## src/design/pft_pkg.sv

```systemverilog
// shared types and constants for the polygon fan triangulator
`default_nettype none

package pft_pkg;

   // default sizing of the face buffer and of one stored vertex index
   localparam int PFT_MAX_FACE_VERTICES = 64;
   localparam int PFT_INDEX_BITS        = 24;

   // fixed field widths of the channels and registers
   localparam int OPCODE_W      = 2;
   localparam int FIELD_W       = 32;
   localparam int CORNER_W      = 24;
   localparam int STATUS_W      = 2;
   localparam int POINT_COUNT_W = 25;
   localparam int INDEX_TOTAL_W = 27;
   localparam int CSR_DATA_W    = 32;
   localparam int CSR_ADDR_W    = 3;

   typedef enum logic [OPCODE_W-1:0] {
      OP_HEADER  = 2'd0,
      OP_INDEX   = 2'd1,
      OP_RESTART = 2'd2
   } opcode_type;

   typedef enum logic [STATUS_W-1:0] {
      ST_TRIANGLE = 2'd0,
      ST_DROPPED  = 2'd1,
      ST_STOPPED  = 2'd2
   } status_type;

   typedef enum logic [1:0] {
      SEQ_IDLE,
      SEQ_READ,
      SEQ_SEND
   } seq_state_type;

endpackage

`default_nettype wire

```

## src/design/pft_req_if.sv

```systemverilog
// input channel: face headers, vertex indices and restarts
`default_nettype none

interface pft_req_if import pft_pkg::*; ();
   logic                      valid;
   logic                      ready;
   logic [OPCODE_W-1:0]       opcode;
   logic signed [FIELD_W-1:0] face_count;
   logic signed [FIELD_W-1:0] vertex_index;

   modport source (output valid, output opcode, output face_count, output vertex_index,
                   input ready);
   modport sink   (input valid, input opcode, input face_count, input vertex_index,
                   output ready);
endinterface

`default_nettype wire

```

## src/design/pft_rsp_if.sv

```systemverilog
// result channel: triangles and face status
`default_nettype none

interface pft_rsp_if import pft_pkg::*; ();
   logic                valid;
   logic                ready;
   logic [CORNER_W-1:0] corner_a;
   logic [CORNER_W-1:0] corner_b;
   logic [CORNER_W-1:0] corner_c;
   logic [STATUS_W-1:0] status;
   logic                last_of_face;

   modport source (output valid, output corner_a, output corner_b, output corner_c,
                   output status, output last_of_face, input ready);
   modport sink   (input valid, input corner_a, input corner_b, input corner_c,
                   input status, input last_of_face, output ready);
endinterface

`default_nettype wire

```

## src/design/polygon_fan_triangulator_core.sv

```systemverilog
// a header or index transfer that yields a status result shows it in the next cycle
// a completed good face of n vertices passes through SEQ_READ into SEQ_SEND after its last index,
// then gives one triangle a cycle while the output is free (n-2 in all) from the single
// read port of the face store; the input is held off while the fan is read out, so no
// new transfer is taken until the last triangle of the face is loaded
// reset (synchronous) clears control state, output valid and config registers at once; no clearing pass,
// the face store holds no reset value and only entries written for the open face are read
`default_nettype none

module polygon_fan_triangulator_core import pft_pkg::*; #(
   parameter int MAX_FACE_VERTICES = PFT_MAX_FACE_VERTICES,
   parameter int INDEX_BITS        = PFT_INDEX_BITS
) (
   input  logic                  clock,
   input  logic                  reset,
   pft_req_if.sink               req,
   pft_rsp_if.source             rsp,
   input  logic                  psel,
   input  logic                  penable,
   input  logic                  pwrite,
   input  logic [CSR_ADDR_W-1:0] paddr,
   input  logic [CSR_DATA_W-1:0] pwdata,
   output logic [CSR_DATA_W-1:0] prdata,
   output logic                  pready
);

   localparam int CW = $clog2(MAX_FACE_VERTICES + 1);
   localparam int AW = (MAX_FACE_VERTICES > 1) ? $clog2(MAX_FACE_VERTICES) : 1;
   localparam logic [CW-1:0] FAN_START = CW'(2);
   localparam logic [CW-1:0] MIN_FAN   = CW'(3);
   localparam logic          CSR_POINT_COUNT = 1'b0;
   localparam logic          CSR_INDEX_TOTAL = 1'b1;

   // configuration registers
   logic [POINT_COUNT_W-1:0] point_count_ff;
   logic [INDEX_TOTAL_W-1:0] index_total_ff;

   // face control state
   seq_state_type            seq_state_ff, seq_state_in;
   logic [CW-1:0]            face_length_ff, face_length_in;
   logic [CW-1:0]            received_count_ff, received_count_in;
   logic                     face_good_ff, face_good_in;
   logic [INDEX_TOTAL_W-1:0] indices_used_ff, indices_used_in;
   logic                     face_open_ff, face_open_in;
   logic                     halted_ff, halted_in;
   logic [CW-1:0]            fan_ptr_ff, fan_ptr_in;

   // fan apex and trailing corner
   logic [INDEX_BITS-1:0]    apex_ff, apex_in;
   logic [INDEX_BITS-1:0]    prev_ff, prev_in;

   // face store
   logic [INDEX_BITS-1:0]    face_store [MAX_FACE_VERTICES];
   logic [INDEX_BITS-1:0]    rd_data_ff;
   logic                     store_we;
   logic [AW-1:0]            store_wa;
   logic                     rd_en;
   logic [AW-1:0]            rd_addr;

   // output register
   logic                     rsp_valid_ff;
   logic [INDEX_BITS-1:0]    corner_a_ff, corner_b_ff, corner_c_ff;
   status_type               status_ff;
   logic                     last_ff;
   logic                     load_en;
   logic [INDEX_BITS-1:0]    load_a, load_b, load_c;
   status_type               load_status;
   logic                     load_last;

   logic                     req_accept;
   logic                     out_free;
   logic                     cfg_write;

   // header checks
   logic                     hdr_neg;
   logic                     hdr_too_big;
   logic [CW-1:0]            hdr_len;
   logic [INDEX_TOTAL_W:0]   hdr_sum;
   logic                     hdr_bad;

   // index checks
   logic                     idx_bad;
   logic [INDEX_BITS-1:0]    idx_value;
   logic [CW-1:0]            rc_next;
   logic                     idx_done;

   // corner widening to the channel width
   logic [INDEX_BITS+CORNER_W-1:0] a_ext, b_ext, c_ext;

   // handshakes
   assign out_free   = !rsp_valid_ff || rsp.ready;
   assign req.ready  = (seq_state_ff == SEQ_IDLE) && out_free;
   assign req_accept = req.valid && req.ready;

   // header range and budget checks
   assign hdr_neg     = req.face_count[FIELD_W-1];
   assign hdr_too_big = req.face_count[FIELD_W-2:0] > (FIELD_W-1)'(MAX_FACE_VERTICES);
   assign hdr_len     = req.face_count[CW-1:0];
   assign hdr_sum     = {1'b0, indices_used_ff} + (INDEX_TOTAL_W+1)'(hdr_len);
   assign hdr_bad     = hdr_neg || hdr_too_big || (hdr_sum > {1'b0, index_total_ff});

   // vertex index checks
   assign idx_bad   = req.vertex_index[FIELD_W-1]
                   || ($unsigned(req.vertex_index) >= FIELD_W'(point_count_ff))
                   || (|req.vertex_index[FIELD_W-1:INDEX_BITS]);
   assign idx_value = req.vertex_index[INDEX_BITS-1:0];
   assign rc_next   = received_count_ff + CW'(1);
   assign idx_done  = (rc_next == face_length_ff);

   // sequencer: next state, store access and output load
   always_comb begin
      seq_state_in      = seq_state_ff;
      face_length_in    = face_length_ff;
      received_count_in = received_count_ff;
      face_good_in      = face_good_ff;
      indices_used_in   = indices_used_ff;
      face_open_in      = face_open_ff;
      halted_in         = halted_ff;
      fan_ptr_in        = fan_ptr_ff;
      apex_in           = apex_ff;
      prev_in           = prev_ff;
      store_we          = 1'b0;
      store_wa          = received_count_ff[AW-1:0];
      rd_en             = 1'b0;
      rd_addr           = fan_ptr_ff[AW-1:0];
      load_en           = 1'b0;
      load_a            = '0;
      load_b            = '0;
      load_c            = '0;
      load_status       = ST_TRIANGLE;
      load_last         = 1'b1;

      unique case (seq_state_ff)
         SEQ_IDLE: begin
            if (req_accept) begin
               unique case (opcode_type'(req.opcode))
                  OP_RESTART: begin
                     face_length_in    = '0;
                     received_count_in = '0;
                     face_good_in      = 1'b1;
                     indices_used_in   = '0;
                     face_open_in      = 1'b0;
                     halted_in         = 1'b0;
                  end
                  OP_HEADER: begin
                     if (!halted_ff) begin
                        face_open_in = 1'b0;
                        if (hdr_bad) begin
                           halted_in   = 1'b1;
                           load_en     = 1'b1;
                           load_status = ST_STOPPED;
                        end else begin
                           indices_used_in   = hdr_sum[INDEX_TOTAL_W-1:0];
                           face_length_in    = hdr_len;
                           received_count_in = '0;
                           face_good_in      = 1'b1;
                           face_open_in      = (hdr_len != '0);
                        end
                     end
                  end
                  OP_INDEX: begin
                     if (!halted_ff && face_open_ff) begin
                        store_we          = 1'b1;
                        received_count_in = rc_next;
                        face_good_in      = face_good_ff && !idx_bad;
                        if (received_count_ff == '0) begin
                           apex_in = idx_value;
                        end
                        if (received_count_ff == CW'(1)) begin
                           prev_in = idx_value;
                        end
                        // face complete: drop it, start the fan read-out, or just close a face of under three
                        if (idx_done) begin
                           face_open_in = 1'b0;
                           if (!face_good_in) begin
                              load_en     = 1'b1;
                              load_status = ST_DROPPED;
                           end else if (face_length_ff >= MIN_FAN) begin
                              fan_ptr_in   = FAN_START;
                              seq_state_in = SEQ_READ;
                           end
                        end
                     end
                  end
                  default: ;
               endcase
            end
         end
         SEQ_READ: begin
            rd_en        = 1'b1;
            fan_ptr_in   = fan_ptr_ff + CW'(1);
            seq_state_in = SEQ_SEND;
         end
         SEQ_SEND: begin
            // one triangle per free output slot, next corner read alongside
            if (out_free) begin
               load_en     = 1'b1;
               load_a      = apex_ff;
               load_b      = prev_ff;
               load_c      = rd_data_ff;
               load_status = ST_TRIANGLE;
               load_last   = (fan_ptr_ff == face_length_ff);
               prev_in     = rd_data_ff;
               if (load_last) begin
                  seq_state_in = SEQ_IDLE;
               end else begin
                  rd_en      = 1'b1;
                  fan_ptr_in = fan_ptr_ff + CW'(1);
               end
            end
         end
         default: seq_state_in = SEQ_IDLE;
      endcase
   end

   // control state
   always_ff @(posedge clock) begin
      if (reset) begin
         seq_state_ff      <= SEQ_IDLE;
         face_length_ff    <= '0;
         received_count_ff <= '0;
         face_good_ff      <= 1'b1;
         indices_used_ff   <= '0;
         face_open_ff      <= 1'b0;
         halted_ff         <= 1'b0;
         fan_ptr_ff        <= '0;
      end else begin
         seq_state_ff      <= seq_state_in;
         face_length_ff    <= face_length_in;
         received_count_ff <= received_count_in;
         face_good_ff      <= face_good_in;
         indices_used_ff   <= indices_used_in;
         face_open_ff      <= face_open_in;
         halted_ff         <= halted_in;
         fan_ptr_ff        <= fan_ptr_in;
      end
   end

   // apex and trailing corner
   always_ff @(posedge clock) begin
      apex_ff <= apex_in;
      prev_ff <= prev_in;
   end

   // face store, one write and one registered read; no overlap as input stalls on read-out
   always_ff @(posedge clock) begin
      if (store_we) begin
         face_store[store_wa] <= idx_value;
      end
      if (rd_en) begin
         rd_data_ff <= face_store[rd_addr];
      end
   end

   // output register
   always_ff @(posedge clock) begin
      if (reset) begin
         rsp_valid_ff <= 1'b0;
      end else if (load_en) begin
         rsp_valid_ff <= 1'b1;
      end else if (rsp.ready) begin
         rsp_valid_ff <= 1'b0;
      end
   end

   always_ff @(posedge clock) begin
      if (load_en) begin
         corner_a_ff <= load_a;
         corner_b_ff <= load_b;
         corner_c_ff <= load_c;
         status_ff   <= load_status;
         last_ff     <= load_last;
      end
   end

   assign a_ext = {CORNER_W'(0), corner_a_ff};
   assign b_ext = {CORNER_W'(0), corner_b_ff};
   assign c_ext = {CORNER_W'(0), corner_c_ff};

   assign rsp.valid        = rsp_valid_ff;
   assign rsp.corner_a     = a_ext[CORNER_W-1:0];
   assign rsp.corner_b     = b_ext[CORNER_W-1:0];
   assign rsp.corner_c     = c_ext[CORNER_W-1:0];
   assign rsp.status       = status_ff;
   assign rsp.last_of_face = last_ff;

   // register port
   assign pready    = 1'b1;
   assign cfg_write = psel && penable && pwrite;

   always_ff @(posedge clock) begin
      if (reset) begin
         point_count_ff <= '0;
         index_total_ff <= '0;
      end else if (cfg_write) begin
         unique case (paddr[2])
            CSR_POINT_COUNT: point_count_ff <= pwdata[POINT_COUNT_W-1:0];
            CSR_INDEX_TOTAL: index_total_ff <= pwdata[INDEX_TOTAL_W-1:0];
            default: ;
         endcase
      end
   end

   always_comb begin
      unique case (paddr[2])
         CSR_POINT_COUNT: prdata = CSR_DATA_W'(point_count_ff);
         CSR_INDEX_TOTAL: prdata = CSR_DATA_W'(index_total_ff);
         default:         prdata = '0;
      endcase
   end

`ifndef SYNTHESIS
   // a stop result always leaves the block halted
   a_stop_halts: assert property (@(posedge clock) disable iff (reset)
      load_en && (load_status == ST_STOPPED) |=> halted_ff)
      else $error("stop result without halt");

   // fan read-out only runs for faces of three or more, pointer inside the face
   a_fan_bounds: assert property (@(posedge clock) disable iff (reset)
      (seq_state_ff != SEQ_IDLE) |->
         (face_length_ff >= MIN_FAN) && (fan_ptr_ff <= face_length_ff))
      else $error("fan pointer outside face");

   // an open face never has all its indices already
   a_open_count: assert property (@(posedge clock) disable iff (reset)
      face_open_ff |-> (received_count_ff < face_length_ff))
      else $error("open face with full count");

   // the last triangle of a fan returns the sequencer to idle
   a_last_ends: assert property (@(posedge clock) disable iff (reset)
      load_en && (load_status == ST_TRIANGLE) && load_last |=> (seq_state_ff == SEQ_IDLE))
      else $error("fan did not end on last triangle");
`endif

endmodule

`default_nettype wire

```

## src/flat_wrapper.sv

```systemverilog
// flat-port wrapper written by rule: the top's interface ports become plain ports
module polygon_fan_triangulator_core_flat import pft_pkg::*;
#(
   parameter int MAX_FACE_VERTICES = PFT_MAX_FACE_VERTICES,
   parameter int INDEX_BITS        = PFT_INDEX_BITS
)
  (clock, reset, psel, penable, pwrite, paddr, pwdata, prdata, pready, req_valid, req_opcode, req_face_count, req_vertex_index, req_ready, rsp_valid, rsp_corner_a, rsp_corner_b, rsp_corner_c, rsp_status, rsp_last_of_face, rsp_ready);
  pft_req_if req_i ();
  pft_rsp_if rsp_i ();
  input  logic clock;
  input  logic reset;
  input  logic psel;
  input  logic penable;
  input  logic pwrite;
  input  logic [CSR_ADDR_W-1:0] paddr;
  input  logic [CSR_DATA_W-1:0] pwdata;
  output logic [CSR_DATA_W-1:0] prdata;
  output logic pready;
  input wire logic [$bits(req_i.valid)-1:0] req_valid;
  input wire logic [$bits(req_i.opcode)-1:0] req_opcode;
  input wire logic [$bits(req_i.face_count)-1:0] req_face_count;
  input wire logic [$bits(req_i.vertex_index)-1:0] req_vertex_index;
  output wire logic [$bits(req_i.ready)-1:0] req_ready;
  output wire logic [$bits(rsp_i.valid)-1:0] rsp_valid;
  output wire logic [$bits(rsp_i.corner_a)-1:0] rsp_corner_a;
  output wire logic [$bits(rsp_i.corner_b)-1:0] rsp_corner_b;
  output wire logic [$bits(rsp_i.corner_c)-1:0] rsp_corner_c;
  output wire logic [$bits(rsp_i.status)-1:0] rsp_status;
  output wire logic [$bits(rsp_i.last_of_face)-1:0] rsp_last_of_face;
  input wire logic [$bits(rsp_i.ready)-1:0] rsp_ready;
  assign req_i.valid = req_valid;
  assign req_i.opcode = req_opcode;
  assign req_i.face_count = req_face_count;
  assign req_i.vertex_index = req_vertex_index;
  assign req_ready = req_i.ready;
  assign rsp_valid = rsp_i.valid;
  assign rsp_corner_a = rsp_i.corner_a;
  assign rsp_corner_b = rsp_i.corner_b;
  assign rsp_corner_c = rsp_i.corner_c;
  assign rsp_status = rsp_i.status;
  assign rsp_last_of_face = rsp_i.last_of_face;
  assign rsp_i.ready = rsp_ready;
  polygon_fan_triangulator_core #(.MAX_FACE_VERTICES(MAX_FACE_VERTICES), .INDEX_BITS(INDEX_BITS)) u_core (.clock(clock), .reset(reset), .req(req_i), .rsp(rsp_i), .psel(psel), .penable(penable), .pwrite(pwrite), .paddr(paddr), .pwdata(pwdata), .prdata(prdata), .pready(pready));
endmodule
```

## config.mk

```make
export PLATFORM = sky130hd
export DESIGN_NAME = polygon_fan_triangulator_core_flat
export DESIGN_NICKNAME = d
export VERILOG_FILES = /design/src/design/pft_pkg.sv /design/src/design/pft_req_if.sv /design/src/design/pft_rsp_if.sv /design/src/design/polygon_fan_triangulator_core.sv /design/src/flat_wrapper.sv
export SDC_FILE = /design/constraint.sdc
export NUM_CORES = 2
export LEC_CHECK = 0
export BUFFER_PORTS_ARGS = -buffer_cell sky130_fd_sc_hd__buf_2
export CAP_MARGIN = 20
export CELL_PAD_IN_SITES_DETAIL_PLACEMENT = 2
export CELL_PAD_IN_SITES_GLOBAL_PLACEMENT = 2
export CORE_MARGIN = 10
export CORE_UTILIZATION = 50
export CTS_BUF_LIST = sky130_fd_sc_hd__clkbuf_4
export DETAILED_ROUTE_END_ITERATION = 10
export GPL_TIMING_DRIVEN = 0
export PLACE_DENSITY = 0.92
export SYNTH_ARGS = -nofsm -noshare
export SYNTH_HDL_FRONTEND = slang
export SYNTH_SLANG_ARGS = --single-unit
export TNS_END_PERCENT = 50
```

## constraint.sdc

```tcl
create_clock -name clock -period 9.2 [get_ports clock]
set_clock_uncertainty 0.2 [all_clocks]
set_input_delay 1.84 -clock clock [delete_from_list [all_inputs] [get_ports clock]]
set_output_delay 1.84 -clock clock [all_outputs]
set_load 0.005 [all_outputs]
```

==> summary.md, run 1 <==
| Metric | Value |
|---|---|
| Cts hold-fix bufs | 0 |
| Initial core utilization | 0.505 |
| HPWL Detailed | 227 mm |
| Tot GR Track Use | 0.677 |
| Post-synth top area cell | edfxtp_1 |
| Root Buffer | clkbuf_4 |
| Cell with the most instances after synthesis | edfxtp_1 |
| CTS resizes | 0 |
| Stop stage | global routing |
| Initial antenna violation count | roughly 190 |
| Synthesized flop and latch total | 1,789 |
| H-tree levels | 5 |
| Io pins | 218 |
| Largest buffer count on any clock path | 4 |
| Largest net degree at the start of global routing | between 60 and 70 |
| Sequential area share after synthesis | 0.746 |
| DP Area | 0.0754 sq mm |
| Synth Instances | 3,455 |
| Worst endpoint type | register data pin |
| Synth Flop Type | edfxtp_1 |
| Stop err | [ERROR GRT-0232] Routing congestion too high. Check the congestion heatmap in the GUI. |
| Commonest cells in the netlist | edfxtp_1, mux4_2, nand2_1 |
| Post-synth top area share | 0.716 |
| Main area contributors after synthesis | edfxtp_1, mux4_2, dfxtp_1 |
| Final GP Congestion | approximately 0.84 |
| Count of cell types in the netlist | 69 |
| Total gr overflow | approximately 140 |
| Port bufs | 201 |
| Post-CTS Setup Bufs | 0 |
| EDFF count, synth | ~1,700 |
| Synth Warn # | 0 |
| Asr flop ratio synth | 0 |
| Height of the die | 396 um |
| GRT worst endpoint | u_core.indices_used_ff[4]$_SDFFE_PP0P_/D |
| Syn Std Cell Area | 0.0706 sq mm |
| Inserted Clock Buffers | 466 |
| Status | aborted with a tool error |
| Syn_area_per_cell | just over 20 sq um |
| Die span in x | 396 um |
| Site Rows | 137 |
| CTS sink cnt | 1,789 |
==> kinds of logic after synthesis <==
logic type,share of synthesized area
flops,0.746
mux,0.165
simple gates,0.0357
buf+inv,0.0159
compound gates,0.0198
fa+ha+maj,0.0120
xor+xnor,0.00521
other cells,0.000106
==> stage by stage <==
stage          TNS [ns]  setup WS (ns)  utilization  instances
2_1_floorplan         0           1.43            -       3459
3_5_place_dp          0           1.15        0.539       5581
3_3_place_gp     -43.78         -0.599        0.529       5536
4_1_cts               0           2.43        0.579       6381
==> layer usage <==
| layer | GRT overflow | track usage |
|---|---|---|
| met5 | 0 | 0.330 |
| met1 | 1 | 0.698 |
| met2 | 59 | 0.831 |
| met4 | 73 | 0.619 |
| met3 | 2 | 0.523 |
==> run 2: changes to the inputs <==
- CELL_PAD_IN_SITES_DETAIL_PLACEMENT: 2 -> not set
- CELL_PAD_IN_SITES_GLOBAL_PLACEMENT: 2 -> not set
- CORE_UTILIZATION: 50 -> 35
- CTS_BUF_LIST: sky130_fd_sc_hd__clkbuf_4 -> not set
- PLACE_DENSITY: 0.92 -> not set
- PLACE_DENSITY_LB_ADDON: not set -> 0.15
==> run 2 against run 1 <==
The run now ends clean. Synthesized cell count is the same. Synthesized area is the same.
==> summary.md, run 2 <==
| Metric | Value |
|---|---|
| Multi-input gate area | between 0.015 and 0.02 sq mm |
| Post-synth top area cell | edfxtp_1 |
| CTS clk-pin slew, worst paths | 0.06 ns |
| Most common cell after layout, fill and taps aside | edfxtp_1 |
| RSZ-0062 raised after global routing | no |
| Final hold vios | 0 |
| GRT met2 Usage | 0.296 |
| Most frequent cells in the layout | edfxtp_1, mux4_2, buf_2 |
| CTS sink cnt | 1,789 |
| Routed WL per cell | between 30 and 40 um |
| DR vias | 35,893 |
| Critical path type | in -> reg |
| Main area contributors after synthesis | edfxtp_1, mux4_2, dfxtp_1 |
| CTS tree | built |
| EDFF count, synth | 1,683 |
| Sequential area share after synthesis | 0.746 |
| Remaining antenna violation count | 0 |
| Clock latency on the worst-skew pair | 0.85 ns |
| Total gr overflow | 0 |
| Reg with most FFs | u_core.face_store |
| Vias/cell | ~5.3 |
| Min setup slack post-route | 2.90 ns |
| Io pins | approximately 220 |
| CTS resizes | 0 |
| Fmax | 159 MHz |
| H-tree levels | 4 |
| Commonest cells in the netlist | edfxtp_1, mux4_2, nand2_1 |
| Endpoints failing setup | 0 |
| Port bufs | 201 |
| Slew headroom | 0.208 |
| Synthesized flop and latch total | 1,789 |
| Syn Std Cell Area | ~0.07 sq mm |
| HPWL Detailed | between 100 and 150 mm |
| Slowest stage cell, crit path | fa_1 |
| DR DRC count | 0 |
| Cell with the most instances after synthesis | edfxtp_1 |
| Largest buffer count on any clock path | 3 |
| Height of the die | 469 um |
| Reg area | 0.0527 sq mm |
| Count of cell types in the netlist | between 60 and 70 |
| DP Area | around 0.078 sq mm |
| P_leak | 26.3 nW |
| Die span in x | 469 um |
| Post-CTS Setup Bufs | 0 |
| Net count, final | 4,133 |
| Peak supply drop | 192 uV |
| Status | finished clean |
| Global-route wire length before repair | 288 mm |
| Max FFs per register | ~1,500 |
| Die Area | roughly 0.22 sq mm |
| Final WL | 205 mm |
| Pwr Density | 200 mW/mm^2 |
| Post-synth top area share | 0.716 |
| Setup TNS | 0 ns |
| Crit path largest cell delay | 0.46 ns |
| Synth Warn # | 0 |
| Tot GR Track Use | 0.185 |
| Largest net degree at the start of global routing | 68 |
| DP Worst Slack | 2.11 ns |
| Share of layout cells above drive strength 1 | 0.300 |
| Inserted Clock Buffers | 192 |
| CP Launch Type | input port |
| Synth Flop Type | edfxtp_1 |
| Filler instances | about 17,000 |
| Initial DRC count | 3,490 |
| CP max FO | 59 |
| Top Usage Layer GRT | met2 |
| Final GP Congestion | 0.807 |
| Final Cell Area | 0.0841 sq mm |
| Initial core utilization | 0.353 |
| Min Tclk post-route | 6.30 ns |
| TritonRoute pass-1 iters | 6 |
| Root Buffer | clkbuf_16 |
| Vias in the first global route | roughly 36,000 |
| Synth Instances | 3,455 |
| Worst Max-Slew Pin Slew | 1.19 ns |
| Global Route met3 Usage | 0.0338 |
| Met1 usage | 0.262 |
| Max Cap Viol | 0 |
| Area delta synth->final | 19.1% |
| Biggest regs | u_core.face_store (1536), u_core.index_total_ff (27), u_core.indices_used_ff (27) |
| Final Max Slew Viols | 0 |
| Core area | 0.200 sq mm |
| Asr flop ratio synth | 0 |
| HP Class | reg -> reg |
| Cts hold-fix bufs | 0 |
| CP endpoint kind | flop |
| Syn_area_per_cell | 20.4 sq um |
| Site Rows | 164 |
| CP Data Arrival Time | 6.61 ns |
| WP data required | 9.51 ns |
| Period utilisation layout | 0.685 |
| Initial antenna violation count | 18 |
| Worst path cell trace | buf_2 -> ha_1 -> fa_1 -> a21o_1 -> a21oi_1 -> o21a_1 -> nor2_1 -> nand2_1 -> nor3b_1 -> or2_2 -> ha_1 -> nand3_1 -> nor3_1 -> nand2_1 -> and3_1 -> a211o_1 -> nor2b_1 -> a21o_1 -> nand3_4 -> buf_16 |
==> run 2: cell counts after synthesis <==
Identical to the previous run, type by type.
==> run 2: path summary, 6_finish.rpt <==
kind | slack, ns | start | cells after the start | end
worst max-delay path | 2.90 | req_face_count[0] | 20 | u_core.rsp.corner_a[1]$_SDFFCE_PN0P_
worst min-delay path | 0.25 | u_core.point_count_ff[12]$_SDFFE_PP0P_ | 2 | u_core.point_count_ff[12]$_SDFFE_PP0P_
worst min register to register | 0.25 | u_core.point_count_ff[12]$_SDFFE_PP0P_ | 2 | u_core.point_count_ff[12]$_SDFFE_PP0P_
worst max register to register | 3.78 | u_core.indices_used_ff[0]$_SDFFE_PP0P_ | 19 | u_core.rsp.corner_a[1]$_SDFFCE_PN0P_
==> run 2: routing by layer <==
layer  vias up  routed length (um)
met1     19166               90500
met4         4                4660
li1      15238                   -
met5         -                  21
met2      1228               96400
met3       257               13600
==> run 2: layout make-up <==
class | count | share of cell area
Sequential cell | 1789 | 0.627
Multi-Input combinational cell | 1412 | 0.206
Clock buffer | 246 | 0.0609
Timing Repair Buffer | 305 | 0.0408
Tap cell | 2656 | 0.0395
Clock inverter | 97 | 0.0127
Buffer | 187 | 0.0102
Inverter | 71 | 0.00317
Antenna cell | 10 | 0.000298
==> run 2: report_power, final <==
part / internal, mW / total [mW] / switching [mW]
clock: 4.37 / 7.63 / 3.26
combinational: 0.0738 / 0.312 / 0.238
sequential: 8.90 / 8.91 / 0.00618
==> run 2: logic make-up after synthesis <==
group,count (synthesis),synth area share
fa+ha+maj,67,0.0120
compound gates,235,0.0198
flops,1789,0.746
buf+inv,258,0.0159
simple gates,531,0.0357
xor+xnor,42,0.00521
mux,531,0.165
other cells,2,0.000106
==> run 2: through the flow <==
step | hold WS, ns | util | power (mW) | instances
6_report | 0.252 | 0.420 | 16.8 | 6773
3_3_place_gp | 0.242 | 0.374 | 9.37 | 6316
2_1_floorplan | 0.236 | - | 9.16 | 3459
3_5_place_dp | 0.247 | 0.389 | 9.39 | 6414
4_1_cts | 0.255 | 0.419 | 17.0 | 6757
5_1_grt | 0.268 | 0.420 | 17.4 | 6763
==> run 2: worst max-delay path: cells and delay by family <==
| family | cells | cell delay [ns] |
|---|---|---|
| AO/OA/AOI/OAI | 5 | 1.44 |
| adder cells (fa/ha/maj) | 3 | 1.02 |
| buffers and inverters | 2 | 0.45 |
| AND/OR/NAND/NOR | 10 | 1.81 |
Note: power is estimated with default switching activity, not from simulation.
